===== src/hdl/rris_pkg.sv =====
// Shared types and constants of the round-robin interval scheduler.
package rris_pkg;

  localparam int ENTRIES       = 3;
  localparam int NUM_INTERVALS = 3;
  localparam int TICK_W        = 32;
  localparam int INTERVAL_W    = 24;
  localparam int PERIOD_W      = 10;
  localparam int ENTRY_W       = 2;
  localparam int CFG_IDX_W     = 2;
  localparam int CFG_DATA_W    = 24;

  typedef logic [TICK_W-1:0]     tick_t;
  typedef logic [INTERVAL_W-1:0] interval_t;
  typedef logic [PERIOD_W-1:0]   period_t;
  typedef logic [ENTRY_W-1:0]    entry_t;
  typedef logic [CFG_IDX_W-1:0]  cfg_idx_t;

  // Register indexes on the configuration port
  localparam cfg_idx_t REG_INTERVAL_A  = 2'd0;
  localparam cfg_idx_t REG_INTERVAL_B  = 2'd1;
  localparam cfg_idx_t REG_INTERVAL_C  = 2'd2;
  localparam cfg_idx_t REG_TICK_PERIOD = 2'd3;

  localparam interval_t INTERVAL_A_RST  = 24'd1000;
  localparam interval_t INTERVAL_B_RST  = 24'd1000;
  localparam interval_t INTERVAL_C_RST  = 24'd2000;
  localparam period_t   TICK_PERIOD_RST = 10'd1;

  typedef struct packed {
    logic [NUM_INTERVALS-1:0][INTERVAL_W-1:0] interval;
    period_t                                  period;
  } rris_cfg_t;

endpackage


===== src/hdl/rris_if.sv =====
// Valid/ready channel interfaces for scheduling passes and their results.
interface rris_in_if;
  import rris_pkg::*;
  logic  valid;
  logic  ready;
  tick_t now_tick;
  logic  send_ok;
  modport source (output valid, output now_tick, output send_ok, input ready);
  modport sink (input valid, input now_tick, input send_ok, output ready);
endinterface

interface rris_out_if;
  import rris_pkg::*;
  logic   valid;
  logic   ready;
  logic   fired;
  entry_t chosen_entry;
  logic   sent;
  modport source (output valid, output fired, output chosen_entry, output sent, input ready);
  modport sink (input valid, input fired, input chosen_entry, input sent, output ready);
endinterface


===== src/hdl/rris_cfg_regs.sv =====
// Configuration register bank: entry intervals and tick period.
module rris_cfg_regs
  import rris_pkg::*;
(
  input  logic                  clk,
  input  logic                  rst_n,
  input  logic                  cfg_we,
  input  cfg_idx_t              cfg_idx,
  input  logic [CFG_DATA_W-1:0] cfg_wdata,
  output rris_cfg_t             cfg_o
);

  rris_cfg_t cfg_r;
  rris_cfg_t cfg_nxt;

  always_comb begin
    cfg_nxt = cfg_r;
    if (cfg_we) begin
      unique case (cfg_idx)
        REG_INTERVAL_A:  cfg_nxt.interval[0] = cfg_wdata[INTERVAL_W-1:0];
        REG_INTERVAL_B:  cfg_nxt.interval[1] = cfg_wdata[INTERVAL_W-1:0];
        REG_INTERVAL_C:  cfg_nxt.interval[2] = cfg_wdata[INTERVAL_W-1:0];
        REG_TICK_PERIOD: cfg_nxt.period      = cfg_wdata[PERIOD_W-1:0];
        default: ;
      endcase
    end
  end

  always_ff @(posedge clk) begin
    if (!rst_n) begin
      cfg_r.interval[0] <= INTERVAL_A_RST;
      cfg_r.interval[1] <= INTERVAL_B_RST;
      cfg_r.interval[2] <= INTERVAL_C_RST;
      cfg_r.period      <= TICK_PERIOD_RST;
    end else begin
      cfg_r <= cfg_nxt;
    end
  end

  assign cfg_o = cfg_r;

endmodule


===== src/hdl/rris_elapsed_unit.sv =====
// Shared elapsed-time unit: tick difference times period, then compare to interval.
module rris_elapsed_unit
  import rris_pkg::*;
(
  input  logic      clk,
  input  logic      load,
  input  tick_t     now_tick,
  input  tick_t     last_tick,
  input  period_t   period,
  input  interval_t interval,
  output logic      due
);

  tick_t              diff;
  tick_t              prod;
  tick_t              elapsed_r;
  interval_t          interval_r;

  // wraps modulo 2^32, as the tick counter does
  assign diff = now_tick - last_tick;
  assign prod = diff * TICK_W'(period);

  always_ff @(posedge clk) begin
    if (load) begin
      elapsed_r  <= prod;
      interval_r <= interval;
    end
  end

  assign due = (elapsed_r >= TICK_W'(interval_r));

endmodule


===== src/hdl/round_robin_interval_scheduler_core.sv =====
// Round-robin interval scheduler: one pass per input word, one result word per pass.
// Each input word is a scheduling pass. Entries are checked one at a time starting at
// the round-robin cursor; each check runs on the single shared subtract-multiply-compare
// unit (product registered in S_MUL, then compared in S_CMP). A pass examines one to
// three entries and then waits in S_FIN to hand its word over to the output register,
// and stays there while that register still holds a word the receiver has not taken.
// in_ready is high only between passes, so a new pass is accepted only once the last
// has left S_FIN; a finished result may wait in the output register while the next
// pass is accepted. No clearing pass after reset is needed.
module round_robin_interval_scheduler_core
  import rris_pkg::*;
(
  input  logic                  clk,
  input  logic                  rst_n,
  rris_in_if.sink               in_ch,
  rris_out_if.source            out_ch,
  input  logic                  cfg_we,
  input  cfg_idx_t              cfg_idx,
  input  logic [CFG_DATA_W-1:0] cfg_wdata
);

  localparam logic [1:0] S_IDLE = 2'd0;
  localparam logic [1:0] S_MUL  = 2'd1;
  localparam logic [1:0] S_CMP  = 2'd2;
  localparam logic [1:0] S_FIN  = 2'd3;

  localparam entry_t LAST_ENTRY = entry_t'(ENTRIES - 1);

  rris_cfg_t  cfg;
  logic       due;
  logic       in_fire;
  logic       slot_free;
  entry_t     idx_next;

  logic [1:0] state_r, state_nxt;
  tick_t      now_r, now_nxt;
  logic       send_ok_r, send_ok_nxt;
  entry_t     idx_r, idx_nxt;
  entry_t     cnt_r, cnt_nxt;
  entry_t     cursor_r, cursor_nxt;
  logic       res_fired_r, res_fired_nxt;
  entry_t     res_entry_r, res_entry_nxt;
  logic       res_sent_r, res_sent_nxt;
  tick_t      last_r [ENTRIES];
  logic       out_valid_r;
  logic       out_fired_r;
  entry_t     out_entry_r;
  logic       out_sent_r;

  rris_cfg_regs u_cfg (
    .clk       (clk),
    .rst_n     (rst_n),
    .cfg_we    (cfg_we),
    .cfg_idx   (cfg_idx),
    .cfg_wdata (cfg_wdata),
    .cfg_o     (cfg)
  );

  rris_elapsed_unit u_unit (
    .clk       (clk),
    .load      (state_r == S_MUL),
    .now_tick  (now_r),
    .last_tick (last_r[idx_r]),
    .period    (cfg.period),
    .interval  (cfg.interval[idx_r]),
    .due       (due)
  );

  assign in_ch.ready = (state_r == S_IDLE);
  assign in_fire     = in_ch.valid && in_ch.ready;
  assign slot_free   = !out_valid_r || out_ch.ready;
  assign idx_next    = (idx_r == LAST_ENTRY) ? '0 : idx_r + entry_t'(1);

  always_comb begin
    state_nxt     = state_r;
    now_nxt       = now_r;
    send_ok_nxt   = send_ok_r;
    idx_nxt       = idx_r;
    cnt_nxt       = cnt_r;
    cursor_nxt    = cursor_r;
    res_fired_nxt = res_fired_r;
    res_entry_nxt = res_entry_r;
    res_sent_nxt  = res_sent_r;
    unique case (state_r)
      S_IDLE: begin
        if (in_fire) begin
          now_nxt     = in_ch.now_tick;
          send_ok_nxt = in_ch.send_ok;
          idx_nxt     = cursor_r;
          cnt_nxt     = '0;
          state_nxt   = S_MUL;
        end
      end
      S_MUL: state_nxt = S_CMP;
      S_CMP: begin
        if (due) begin
          res_fired_nxt = 1'b1;
          res_entry_nxt = idx_r;
          res_sent_nxt  = send_ok_r;
          cursor_nxt    = idx_next;
          state_nxt     = S_FIN;
        end else if (cnt_r == LAST_ENTRY) begin
          // nothing due: report an empty pass, state untouched
          res_fired_nxt = 1'b0;
          res_entry_nxt = '0;
          res_sent_nxt  = 1'b0;
          state_nxt     = S_FIN;
        end else begin
          idx_nxt   = idx_next;
          cnt_nxt   = cnt_r + entry_t'(1);
          state_nxt = S_MUL;
        end
      end
      S_FIN: begin
        if (slot_free) begin
          state_nxt = S_IDLE;
        end
      end
      default: state_nxt = S_IDLE;
    endcase
  end

  always_ff @(posedge clk) begin
    if (!rst_n) begin
      state_r  <= S_IDLE;
      cursor_r <= '0;
      for (int i = 0; i < ENTRIES; i++) begin
        last_r[i] <= '0;
      end
    end else begin
      state_r  <= state_nxt;
      cursor_r <= cursor_nxt;
      if (state_r == S_CMP && due && send_ok_r) begin
        last_r[idx_r] <= now_r;
      end
    end
  end

  always_ff @(posedge clk) begin
    now_r       <= now_nxt;
    send_ok_r   <= send_ok_nxt;
    idx_r       <= idx_nxt;
    cnt_r       <= cnt_nxt;
    res_fired_r <= res_fired_nxt;
    res_entry_r <= res_entry_nxt;
    res_sent_r  <= res_sent_nxt;
  end

  // Output register: load the finished word once the slot is free
  always_ff @(posedge clk) begin
    if (!rst_n) begin
      out_valid_r <= 1'b0;
    end else if (state_r == S_FIN && slot_free) begin
      out_valid_r <= 1'b1;
    end else if (out_ch.ready) begin
      out_valid_r <= 1'b0;
    end
  end

  always_ff @(posedge clk) begin
    if (state_r == S_FIN && slot_free) begin
      out_fired_r <= res_fired_r;
      out_entry_r <= res_entry_r;
      out_sent_r  <= res_sent_r;
    end
  end

  assign out_ch.valid        = out_valid_r;
  assign out_ch.fired        = out_fired_r;
  assign out_ch.chosen_entry = out_entry_r;
  assign out_ch.sent         = out_sent_r;

`ifndef SYNTHESIS
  a_accept_starts_scan: assert property (@(posedge clk) disable iff (!rst_n)
    in_fire |=> state_r == S_MUL && cnt_r == '0)
    else $error("accepted pass did not start a scan");

  a_cursor_in_range: assert property (@(posedge clk) disable iff (!rst_n)
    cursor_r <= LAST_ENTRY)
    else $error("round-robin cursor out of range");

  a_cursor_moves_on_fire: assert property (@(posedge clk) disable iff (!rst_n)
    !$stable(cursor_r) |-> $past(state_r) == S_CMP && $past(due))
    else $error("cursor moved without a due entry");

  a_sent_needs_fire: assert property (@(posedge clk) disable iff (!rst_n)
    out_valid_r && !out_fired_r |-> !out_sent_r && out_entry_r == '0)
    else $error("empty pass reported a send or an entry");

  a_no_overwrite: assert property (@(posedge clk) disable iff (!rst_n)
    out_valid_r && !out_ch.ready |=> out_valid_r && $stable(out_entry_r))
    else $error("pending result word overwritten");
`endif

endmodule


===== src/flat_wrapper.sv =====
// flat-port wrapper written by rule: the top's interface ports become plain ports
module round_robin_interval_scheduler_core_flat import rris_pkg::*;
  (clk, rst_n, cfg_we, cfg_idx, cfg_wdata, in_ch_valid, in_ch_now_tick, in_ch_send_ok, in_ch_ready, out_ch_valid, out_ch_fired, out_ch_chosen_entry, out_ch_sent, out_ch_ready);
  rris_in_if in_ch_i ();
  rris_out_if out_ch_i ();
  input  logic clk;
  input  logic rst_n;
  input  logic cfg_we;
  input  cfg_idx_t cfg_idx;
  input  logic [CFG_DATA_W-1:0] cfg_wdata;
  input wire logic [$bits(in_ch_i.valid)-1:0] in_ch_valid;
  input wire logic [$bits(in_ch_i.now_tick)-1:0] in_ch_now_tick;
  input wire logic [$bits(in_ch_i.send_ok)-1:0] in_ch_send_ok;
  output wire logic [$bits(in_ch_i.ready)-1:0] in_ch_ready;
  output wire logic [$bits(out_ch_i.valid)-1:0] out_ch_valid;
  output wire logic [$bits(out_ch_i.fired)-1:0] out_ch_fired;
  output wire logic [$bits(out_ch_i.chosen_entry)-1:0] out_ch_chosen_entry;
  output wire logic [$bits(out_ch_i.sent)-1:0] out_ch_sent;
  input wire logic [$bits(out_ch_i.ready)-1:0] out_ch_ready;
  assign in_ch_i.valid = in_ch_valid;
  assign in_ch_i.now_tick = in_ch_now_tick;
  assign in_ch_i.send_ok = in_ch_send_ok;
  assign in_ch_ready = in_ch_i.ready;
  assign out_ch_valid = out_ch_i.valid;
  assign out_ch_fired = out_ch_i.fired;
  assign out_ch_chosen_entry = out_ch_i.chosen_entry;
  assign out_ch_sent = out_ch_i.sent;
  assign out_ch_i.ready = out_ch_ready;
  round_robin_interval_scheduler_core u_core (.clk(clk), .rst_n(rst_n), .in_ch(in_ch_i), .out_ch(out_ch_i), .cfg_we(cfg_we), .cfg_idx(cfg_idx), .cfg_wdata(cfg_wdata));
endmodule

===== config.mk =====
export PLATFORM = sky130hd
export DESIGN_NAME = round_robin_interval_scheduler_core_flat
export DESIGN_NICKNAME = d
export VERILOG_FILES = /design/src/hdl/rris_pkg.sv /design/src/hdl/rris_if.sv /design/src/hdl/rris_cfg_regs.sv /design/src/hdl/rris_elapsed_unit.sv /design/src/hdl/round_robin_interval_scheduler_core.sv /design/src/flat_wrapper.sv
export SDC_FILE = /design/constraint.sdc
export NUM_CORES = 1
export LEC_CHECK = 0
export BUFFER_PORTS_ARGS = -buffer_cell sky130_fd_sc_hd__buf_2
export CELL_PAD_IN_SITES_DETAIL_PLACEMENT = 1
export CELL_PAD_IN_SITES_GLOBAL_PLACEMENT = 1
export CORE_UTILIZATION = 40
export DETAILED_ROUTE_END_ITERATION = 10
export PLACE_DENSITY = 0.67
export SYNTH_ARGS = -nofsm -noshare
export SYNTH_HDL_FRONTEND = slang
export SYNTH_SLANG_ARGS = --single-unit

===== constraint.sdc =====
create_clock -name clk -period 18.07 [get_ports clk]
set_input_delay 3.614 -clock clk [delete_from_list [all_inputs] [get_ports clk]]
set_output_delay 3.614 -clock clk [all_outputs]
set_load 0.005 [all_outputs]

# After elaboration in Yosys (flattened, before gate mapping)
# Memory sizes are Yosys's and may differ from the RTL's. A register that Yosys moved wholly into a read port is not among the register bits.
# Cells that the tools add are included.
# op_classes
n_addsub	3
mul	1
n_lt_le_gt_ge	2
n_eq_ne	12
mux	30
reduce_logical	21
# ops
cell	count
$bmux 24 s2	1
$ge 32x24->1	1
$mul 32x10->32	1
$mux 32	1
$reduce_or 32->1	1
$sub 32x32->32	1
$mux 2	15
$mux 24	1
$reduce_and 2->1	8
$eq 2x2->1 const B	6
$mux 1	9
$pmux 2 s2	2
$pmux 2 s4	1
$ne 2x2->1 const B	3
$reduce_bool 2->1	3
$add 2x1->2 const B	2
$eq 2x1->1 const B	2
$logic_and 1x1->1	4
$logic_not 2->1	2
$reduce_and 4->1	1
$lt 2x3->1 const B	1
$ne 2x1->1 const B	1
$logic_not 1->1	1
$logic_or 1x1->1	1
# totals
ff_bits	188
mem_bits_rw	96
inputBits	64
output_inout_bits	6
mem_count	1
# mem_list
memory	depth	word_bits	read_ports	rd_ports_with_merged_regs	wr	line_no	text
u_core.last_r	3	32	1	1	3	round_robin_interval_scheduler_core.sv:44	tick_t last_r [ENTRIES];

# Depth between registers and ports, before layout
# Gate-level depths: netlist of the first run.
# logic_depth
word_depth	8
mapped_depth	35

# Cells and area by module
# A second synthesis of the first run with hierarchy kept.
# hier_totals
cells_unflattened	2043
area_unflattened_um2	22937.0
# by_module_without_submodules
module	n_inst	cells_each	area_per_inst_um2	seq_area_each_um2
rris_elapsed_unit	1	1277	12040.3	1681.6
round_robin_interval_scheduler_core	1	456	7676.1	5335.1
rris_cfg_regs	1	310	3220.6	1641.6

# Worst setup path after synthesis of the first run
# Ideal clock, no wire load.
# synth_path
path_type	register -> register
start	register (tool-made name)
end	register u_core.u_unit.elapsed_r[31], data pin
setup_time_ns	0.268
arrival_ns	9.132
path_slack_ns	8.671
path_stages_with_launch	35
path_cell_list	dfxtp_1 -> clkbuf_1 -> buf_1 -> mux4_2 -> ha_1 -> fa_1 -> nand2b_1 -> a21oi_1 -> o21a_1 -> a21oi_1 -> o21ai_0 -> a21o_1 -> a21oi_1 -> xnor2_1 -> nand2_1 -> fa_1 -> inv_1 -> fa_1 -> fa_1 -> fa_1 -> inv_1 -> fa_1 -> inv_1 -> ha_1 -> a21o_1 -> a21o_1 -> a21o_1 -> a211oi_2 -> a41oi_2 -> a311o_2 -> a31oi_4 -> o21ai_1 -> xnor3_1 -> xnor2_1 -> xnor3_1
# synth_rtl
element	line_no	text
to (signal assigned)	rris_elapsed_unit.sv:25	elapsed_r <= prod;
to (decl)	rris_elapsed_unit.sv:16	tick_t elapsed_r;

==> run metrics, run 1 <==
outcome finished clean; PortBufs 69; Static Leak 0.0106 µW; critical path startpoint category flop; last weighted congestion value of the routability-driven placer between 0.8 and 0.9; Syn Nets between 2000 and 2500; CTS sink count about 320; synthesized flop and latch total 318; Syn Area/Cell around 11 µm²; asr flop ratio synth 0%; Post-Synth Simple-Gate Area 16.7%; # IOs 70; pwr dens 112 nW/µm²; ANT nets after route 0; Die ar. 57000 µm²; top_reg_cell synth edfxtp_1; period utilisation layout between 50% and 60%; first-pass GRT wire length 91400 µm; post-synth top area share between 30% and 40%; row cnt 86; worst hold path type reg2reg; final hold vios 0; R2R cell count 29; Worst Min Path Start u_core.res_entry_r[0]$_SDFFCE_PP0P_; RSZ-0062 raised after global routing no; critical setup path kind reg2reg; CTS Root Buffer Type clkbuf_16; Tot GR Track Use between 20% and 30%; pin count of the biggest net entering global routing a little over 90; max_cap viols 0; WL final 56800 µm; r2r endpoint u_core.u_unit.elapsed_r[31]$_DFFE_PN_; Synth Area in Adders 23.5%; total global routing overflow 0; Worst IR Drop VDD ~0.08 mV; setup bufs post-CTS 0; H-tree levels 2; setup violators final 0; commonest non-fill, non-tap cell in the layout nand2_1; Nets 2536; Area Growth Syn to Fin 10.6%; commonest cells after routing, fill and taps aside nand2_1, inv_1, edfxtp_1, and2_1, fa_1; DRT iter0 DRCs 589; routed vias/inst 5.14; Clock Skew 0.0159 ns; Max FO, Critical Path 32; chip height around 240 µm; reg-to-reg slack, setup roughly 8.1 ns; Worst Hold End u_core.out_ch.chosen_entry[0]$_DFFE_PP_; Filler Cells Inserted just over 6000; vias in the first global route 17000; post-route setup TNS 0 ns; 1st-pass router iterations 4; cell taking the most area after synthesis edfxtp_1; Crit-path slowest cell a2111oi_0; Synth cell types 63; hold_buf cts 0; top cells by area, synth edfxtp_1, fa_1, dfxtp_1; Crit. End Element flop; CTS tree done; Initial Util 40.6%; EDFF count, synth 229; synthesis warning total 0; PostCTS Resize Cnt 0; register area share after synthesis 38.6%; CP max stage delay 1.02 ns; CP required approximately 18 ns; die outline width between 200 and 250 µm; WHS Path Cells 0; core area 55200 µm²; cell mode on critical path fa_1; Avg WL per Cell 19.3 µm; antenna violations before repair 0; Post-Synthesis Cells about 2100; # DRC 0; mux contribution to synthesized area 4.47%; Clk Latency, worst-skew pair around 0.55 ns; n_diodes 0; Bufs and invs on worst path 4; Final Max Slew Viols 0; Crit path max-delay family adder cells; WHS 0.422 ns; largest family of logic cells by synthesized area adder cells; Num CTS Buffers 37; Synth Area in XOR/XNOR 2.76%; clk slew on worst S/H paths about 0.070 ns; DR vias ~15000; fraction of layout cells with a size suffix above 1 9.46%; worst path arrival time 10.27 ns; fmax 0.100 GHz; clk buf depth 3; Final Critical Period 9.98 ns; post-synthesis cell area 22400 µm²; Final HPWL DP 41100 µm; Slew HR 17.9%; slew at the pin closest to its max-slew limit 1.23 ns; compound-gate portion of the synthesized area 8.25%
## report_power, final
group,switching (µW),leakage [µW],internal [µW]
Combinational,692,0.00710,439
Clock,305,0.000570,425
Sequential,29.8,0.00295,877
## cells in the mapped netlist, types with 28 or more instances
cell        n
clkbuf_1   78
and2_1    227
mux4_2     32
ha_1      103
edfxtp_1  229
nor2_1     43
nand3_1    31
o21ai_0    55
nand2_1   343
inv_1     250
fa_1      199
dfxtp_1    89
a21oi_1    60
a21boi_0   65
xnor2_1    45
a21o_1     28
## metal layers
metal / part of all wire, % / wire (µm) / vias up / global-route usage (%)
met2: 50 / 28300 / 203 / 35.5
met3: 3.7 / 2080 / 65 / 3.64
met1: 45 / 25400 / 7769 / 26.3
met5: 0 / 0 / - / 0
met4: 1.9 / 1100 / 0 / 5.59
li1: - / - / 7095 / -
## flip-flops by register name (all words and copies together), names as in the netlist, named ones only
register and flops:
u_core.idx_r 2, u_core.last_r 128, u_core.res_fired_r 1, u_core.out_ch.chosen_entry 2, u_core.u_unit.elapsed_r 32, u_core.now_r 32
u_core.cnt_r 2, u_core.send_ok_r 1, u_core.res_sent_r 1, u_core.state_r 2, u_core.out_ch.fired 1, u_core.res_entry_r 2
u_core.out_ch.sent 1, u_core.u_unit.interval_r 24, u_core.u_cfg.cfg_o 82, u_core.out_ch.valid 1, u_core.cursor_r 2
## cell families after synthesis
family | Yosys count
AO/OA/AOI/OAI | 280
XOR/XNOR | 65
adder cells (fa/ha/maj) | 302
buffers and inverters | 338
flip-flops | 318
multiplexers | 60
AND/OR/NAND/NOR | 757
## stage by stage
stage | instance area (µm²) | worst slack [ns] | cells | power, µW | util (%)
after floorplan | 22400 | 8.67 | 2120 | 1730 | -
after detailed placement | 23600 | 8.05 | 2879 | 2060 | 42.8
after global routing | 24800 | 7.59 | 2946 | 2970 | 44.9
after global placement | 23600 | 8.40 | 2879 | 2020 | 42.8
final | 24800 | 8.09 | 2946 | 2770 | 44.9
after CTS | 24800 | 8.08 | 2946 | 2810 | 44.9
## final cells by class
| cell class | count | area (µm²) | area share [%] |
|---|---|---|---|
| clock buffer | 50 | 1020 | 4.10 |
| sequential | 318 | 8660 | 34.9 |
| clock inverter | 17 | 150 | 0.606 |
| timing repair buffer | 99 | 571 | 2.30 |
| tap | 748 | 936 | 3.78 |
| multi-input combinational | 1464 | 12500 | 50.5 |
| inverter | 250 | 938 | 3.79 |
## worst reg2reg max path, delay by kind of cell (launching register included)
kind                     cells  cell delay [ns]
adder cells (fa/ha/maj)      8             3.54
AO/OA/AOI/OAI                9             2.99
XOR/XNOR                     4             1.48
buffers and inverters        4             0.56
AND/OR/NAND/NOR              3             0.47
multiplexers                 1             0.39
flip-flops                   1             0.31
## how the worst max path moves through the flow
stage	from	to	slack, ns	depth (start not counted)
final	flop	u_core.u_unit.elapsed_r[31]$_DFFE_PN_	8.09	29
after global routing	flop	u_core.u_unit.elapsed_r[31]$_DFFE_PN_	7.59	33
after CTS	flop	u_core.u_unit.elapsed_r[31]$_DFFE_PN_	8.08	31
after detailed placement	flop	u_core.u_unit.elapsed_r[31]$_DFFE_PN_	8.05	31
after global placement	flop	u_core.u_unit.elapsed_r[31]$_DFFE_PN_	8.40	33
after floorplan	flop	u_core.u_unit.elapsed_r[31]$_DFFE_PN_	8.67	34
(Power assumes the default switching activity.)
==> run 2, diff against run 1 <==
- ABC_AREA: default -> 1
- PLACE_DENSITY: 0.67 -> 0.69
- clock period: 18.07 -> 9.4 ns (I/O delays scaled with it)
==> run 2 against run 1 <==
Compared with the run above: worst hold slack gained 0.026 ns; clock skew grew 0.014 ns; cell count grew 14%; count of clock-buffer cells in the layout shrank 5; total power grew to 2.7 times the previous value; synthesized cell count grew 19%.
==> run metrics, run 2 <==
Worst IR Drop VDD about 0.17 mV; H-tree levels 2; clk buf depth 3; pwr dens 298 nW/µm²; multi-input logic area 11900 µm²; final hold vios 0; Filler Cells Inserted between 6000 and 7000; total net switching power 3380 µW; antenna violations before repair 1; synthesis warning total 0; critical setup path kind reg2reg; Placed Instances about 3300; DR vias 17400; count leader, synth nand2_1; synthesized flop and latch total 318; Die ar. approximately 57000 µm²; first-pass GRT wire length 105000 µm; slew at the pin closest to its max-slew limit 1.22 ns; Slew HR between 10% and 20%; fraction of layout cells with a size suffix above 1 8.35%; max reg flops 128; Clk Latency, worst-skew pair 0.56 ns; core area about 55000 µm²; GR peak layer met2; commonest cells after routing, fill and taps aside nand2_1, inv_1, nor2_1, edfxtp_1, fa_1; hold_buf cts 0; CP max stage delay 0.53 ns; EDFF count, synth 229; worst path arrival time 8.82 ns; register area share after synthesis around two fifths; clk slew on worst S/H paths approximately 0.06 ns; setup violators final 0; share of power burned in registers 25.2%; Final Max Slew Viols 0; outcome finished clean; Final Critical Period 8.51 ns; row cnt 86; CTS sink count ~320; CTS Root Buffer Type clkbuf_16; Final HPWL DP between 40000 and 50000 µm; cell taking the most area after synthesis edfxtp_1; commonest non-fill, non-tap cell in the layout nand2_1; worst setup path endpoint u_core.u_unit.elapsed_r[31]$_DFFE_PN_; Synth cell types 54; last weighted congestion value of the routability-driven placer 0.902; PostCTS Resize Cnt 0; # IOs 70; Non-Filler Instances 3348; WL final about 66000 µm; Top reg by flops u_core.last_r; top cells by area, synth edfxtp_1, fa_1, nand2_1; Max FO, Critical Path 34; top_reg_cell synth edfxtp_1; post-route setup TNS 0 ns; Initial Util between 40% and 50%; 1st-pass router iterations 5; vias in the first global route roughly 19000; Static Leak 0.0114 µW; met2 usage 40.2%; CP required 9.71 ns; Crit. End Element flop; max_cap viols 0; reg-to-reg slack, setup ~0.89 ns; Post-Synthesis Cells 2515; worst hold path type reg2reg; routed vias/inst 5.20; Area Growth Syn to Fin 10.6%; die outline width roughly 240 µm; power share of the clock group 18.6%; Tot GR Track Use 24.1%; pin count of the biggest net entering global routing 88; Reg area 8660 µm²; critical path startpoint category flop; DRT iter0 DRCs about 1100; PortBufs 69; cell mode on critical path inv_1; R2R cell count 37; top cells by instance count after synthesis nand2_1, nor2_1, inv_1, edfxtp_1, fa_1; Syn Area/Cell 8.89 µm²; met3 Resource Use GR ~3.2%; fmax roughly 0.12 GHz; setup bufs post-CTS 0; Crit-path slowest cell fa_1; post-synth top area share 30.7%; switching portion of total power 45.8%; # DRC 0; CTS tree done; post-synthesis cell area between 20000 and 25000 µm²; ANT nets after route 0; chip height 238 µm; period utilisation layout 90.5%; r2r endpoint u_core.u_unit.elapsed_r[31]$_DFFE_PN_; Nets 2940; n_diodes 0; total global routing overflow 0; RSZ-0062 raised after global routing no; Internal Power 4000 µW; Num CTS Buffers 36; Logic pwr share 56.2%; Global Route met1 Usage 32.2%; Clock Skew approximately 0.030 ns; Avg WL per Cell 19.7 µm; Syn Nets 2881; asr flop ratio synth 0%
-- run 2: cell count changes after synthesis, sizes merged, moves of 29 or more --
cell    delta
nor2     +362
and2     -225
nand2    +173
inv      +149
a21oi     +70
a21boi    -63
o21ai     +58
nand3     +46
mux4      -32
a32o      +29
xnor2     -29
-- run 2: worst min-delay path by stage --
stage                                   startpoint                                 endpoint  slack [ns]  cells past startpoint
3_3_place_gp   u_core.u_cfg.cfg_o[58]$_SDFFE_PN0P_      u_core.u_cfg.cfg_o[58]$_SDFFE_PN0P_        0.43                      2
4_1_cts        u_core.u_cfg.cfg_o[77]$_SDFFE_PN0P_      u_core.u_cfg.cfg_o[77]$_SDFFE_PN0P_        0.45                      2
6_report       u_core.u_cfg.cfg_o[77]$_SDFFE_PN0P_      u_core.u_cfg.cfg_o[77]$_SDFFE_PN0P_        0.45                      2
2_1_floorplan  u_core.res_entry_r[0]$_SDFFCE_PP0P_  u_core.out_ch.chosen_entry[0]$_DFFE_PP_        0.40                      0
3_5_place_dp   u_core.res_entry_r[0]$_SDFFCE_PP0P_  u_core.out_ch.chosen_entry[0]$_DFFE_PP_        0.41                      0
5_1_grt        u_core.u_cfg.cfg_o[71]$_SDFFE_PN0P_      u_core.u_cfg.cfg_o[71]$_SDFFE_PN0P_        0.47                      2
-- run 2: per-stage QoR --
step / instance area, µm² / hold slack, ns / total power (µW) / worst slack, ns / utilization, %
floorplan: 22400 / 0.400 / 4700 / 2.29 / -
global placement: 23600 / 0.434 / 5910 / 0.936 / 42.8
detailed placement: 23600 / 0.408 / 6020 / 0.933 / 42.8
CTS: 24800 / 0.450 / 7420 / 0.903 / 44.8
global route: 24800 / 0.466 / 7970 / 0.271 / 44.8
finish: 24800 / 0.448 / 7380 / 0.894 / 44.8
-- run 2: logic make-up after synthesis --
logic type | Yosys count | synth area share (%)
fa+ha+maj | 302 | 23.6
buf+inv | 481 | 8.12
xor+xnor | 45 | 1.89
flops | 318 | 38.7
simple gates | 1038 | 18.9
compound gates | 331 | 8.77
-- run 2: layout make-up --
class / instances / share of cell area, %
multi-input combinational: 1716 / 48.2
sequential: 318 / 35.0
inverter: 401 / 6.08
clock buffer: 45 / 3.95
tap: 748 / 3.78
timing repair buffer: 101 / 2.37
clock inverter: 19 / 0.612
-- run 2: worst max-delay path, delay by kind of cell, from the launching register on --
kind                     cells  cell delay, ns
AO/OA/AOI/OAI                3            0.56
adder cells (fa/ha/maj)      7            3.17
buffers and inverters       11            1.58
AND/OR/NAND/NOR             16            2.64
flip-flops                   1            0.31
-- run 2: power groups by stage --
stage	sequential [µW]	clock (µW)	combinational (µW)
2_1_floorplan	1860	0	2840
3_3_place_gp	1890	0	4020
3_5_place_dp	1890	0	4130
4_1_cts	1860	1400	4160
5_1_grt	1870	1440	4660
6_report	1860	1370	4150
-- run 2: metal layers --
metal	up-vias	routed length (µm)
met2	350	31100
met1	8816	30100
met3	115	2690
met5	-	0
met4	0	2040
li1	8142	-
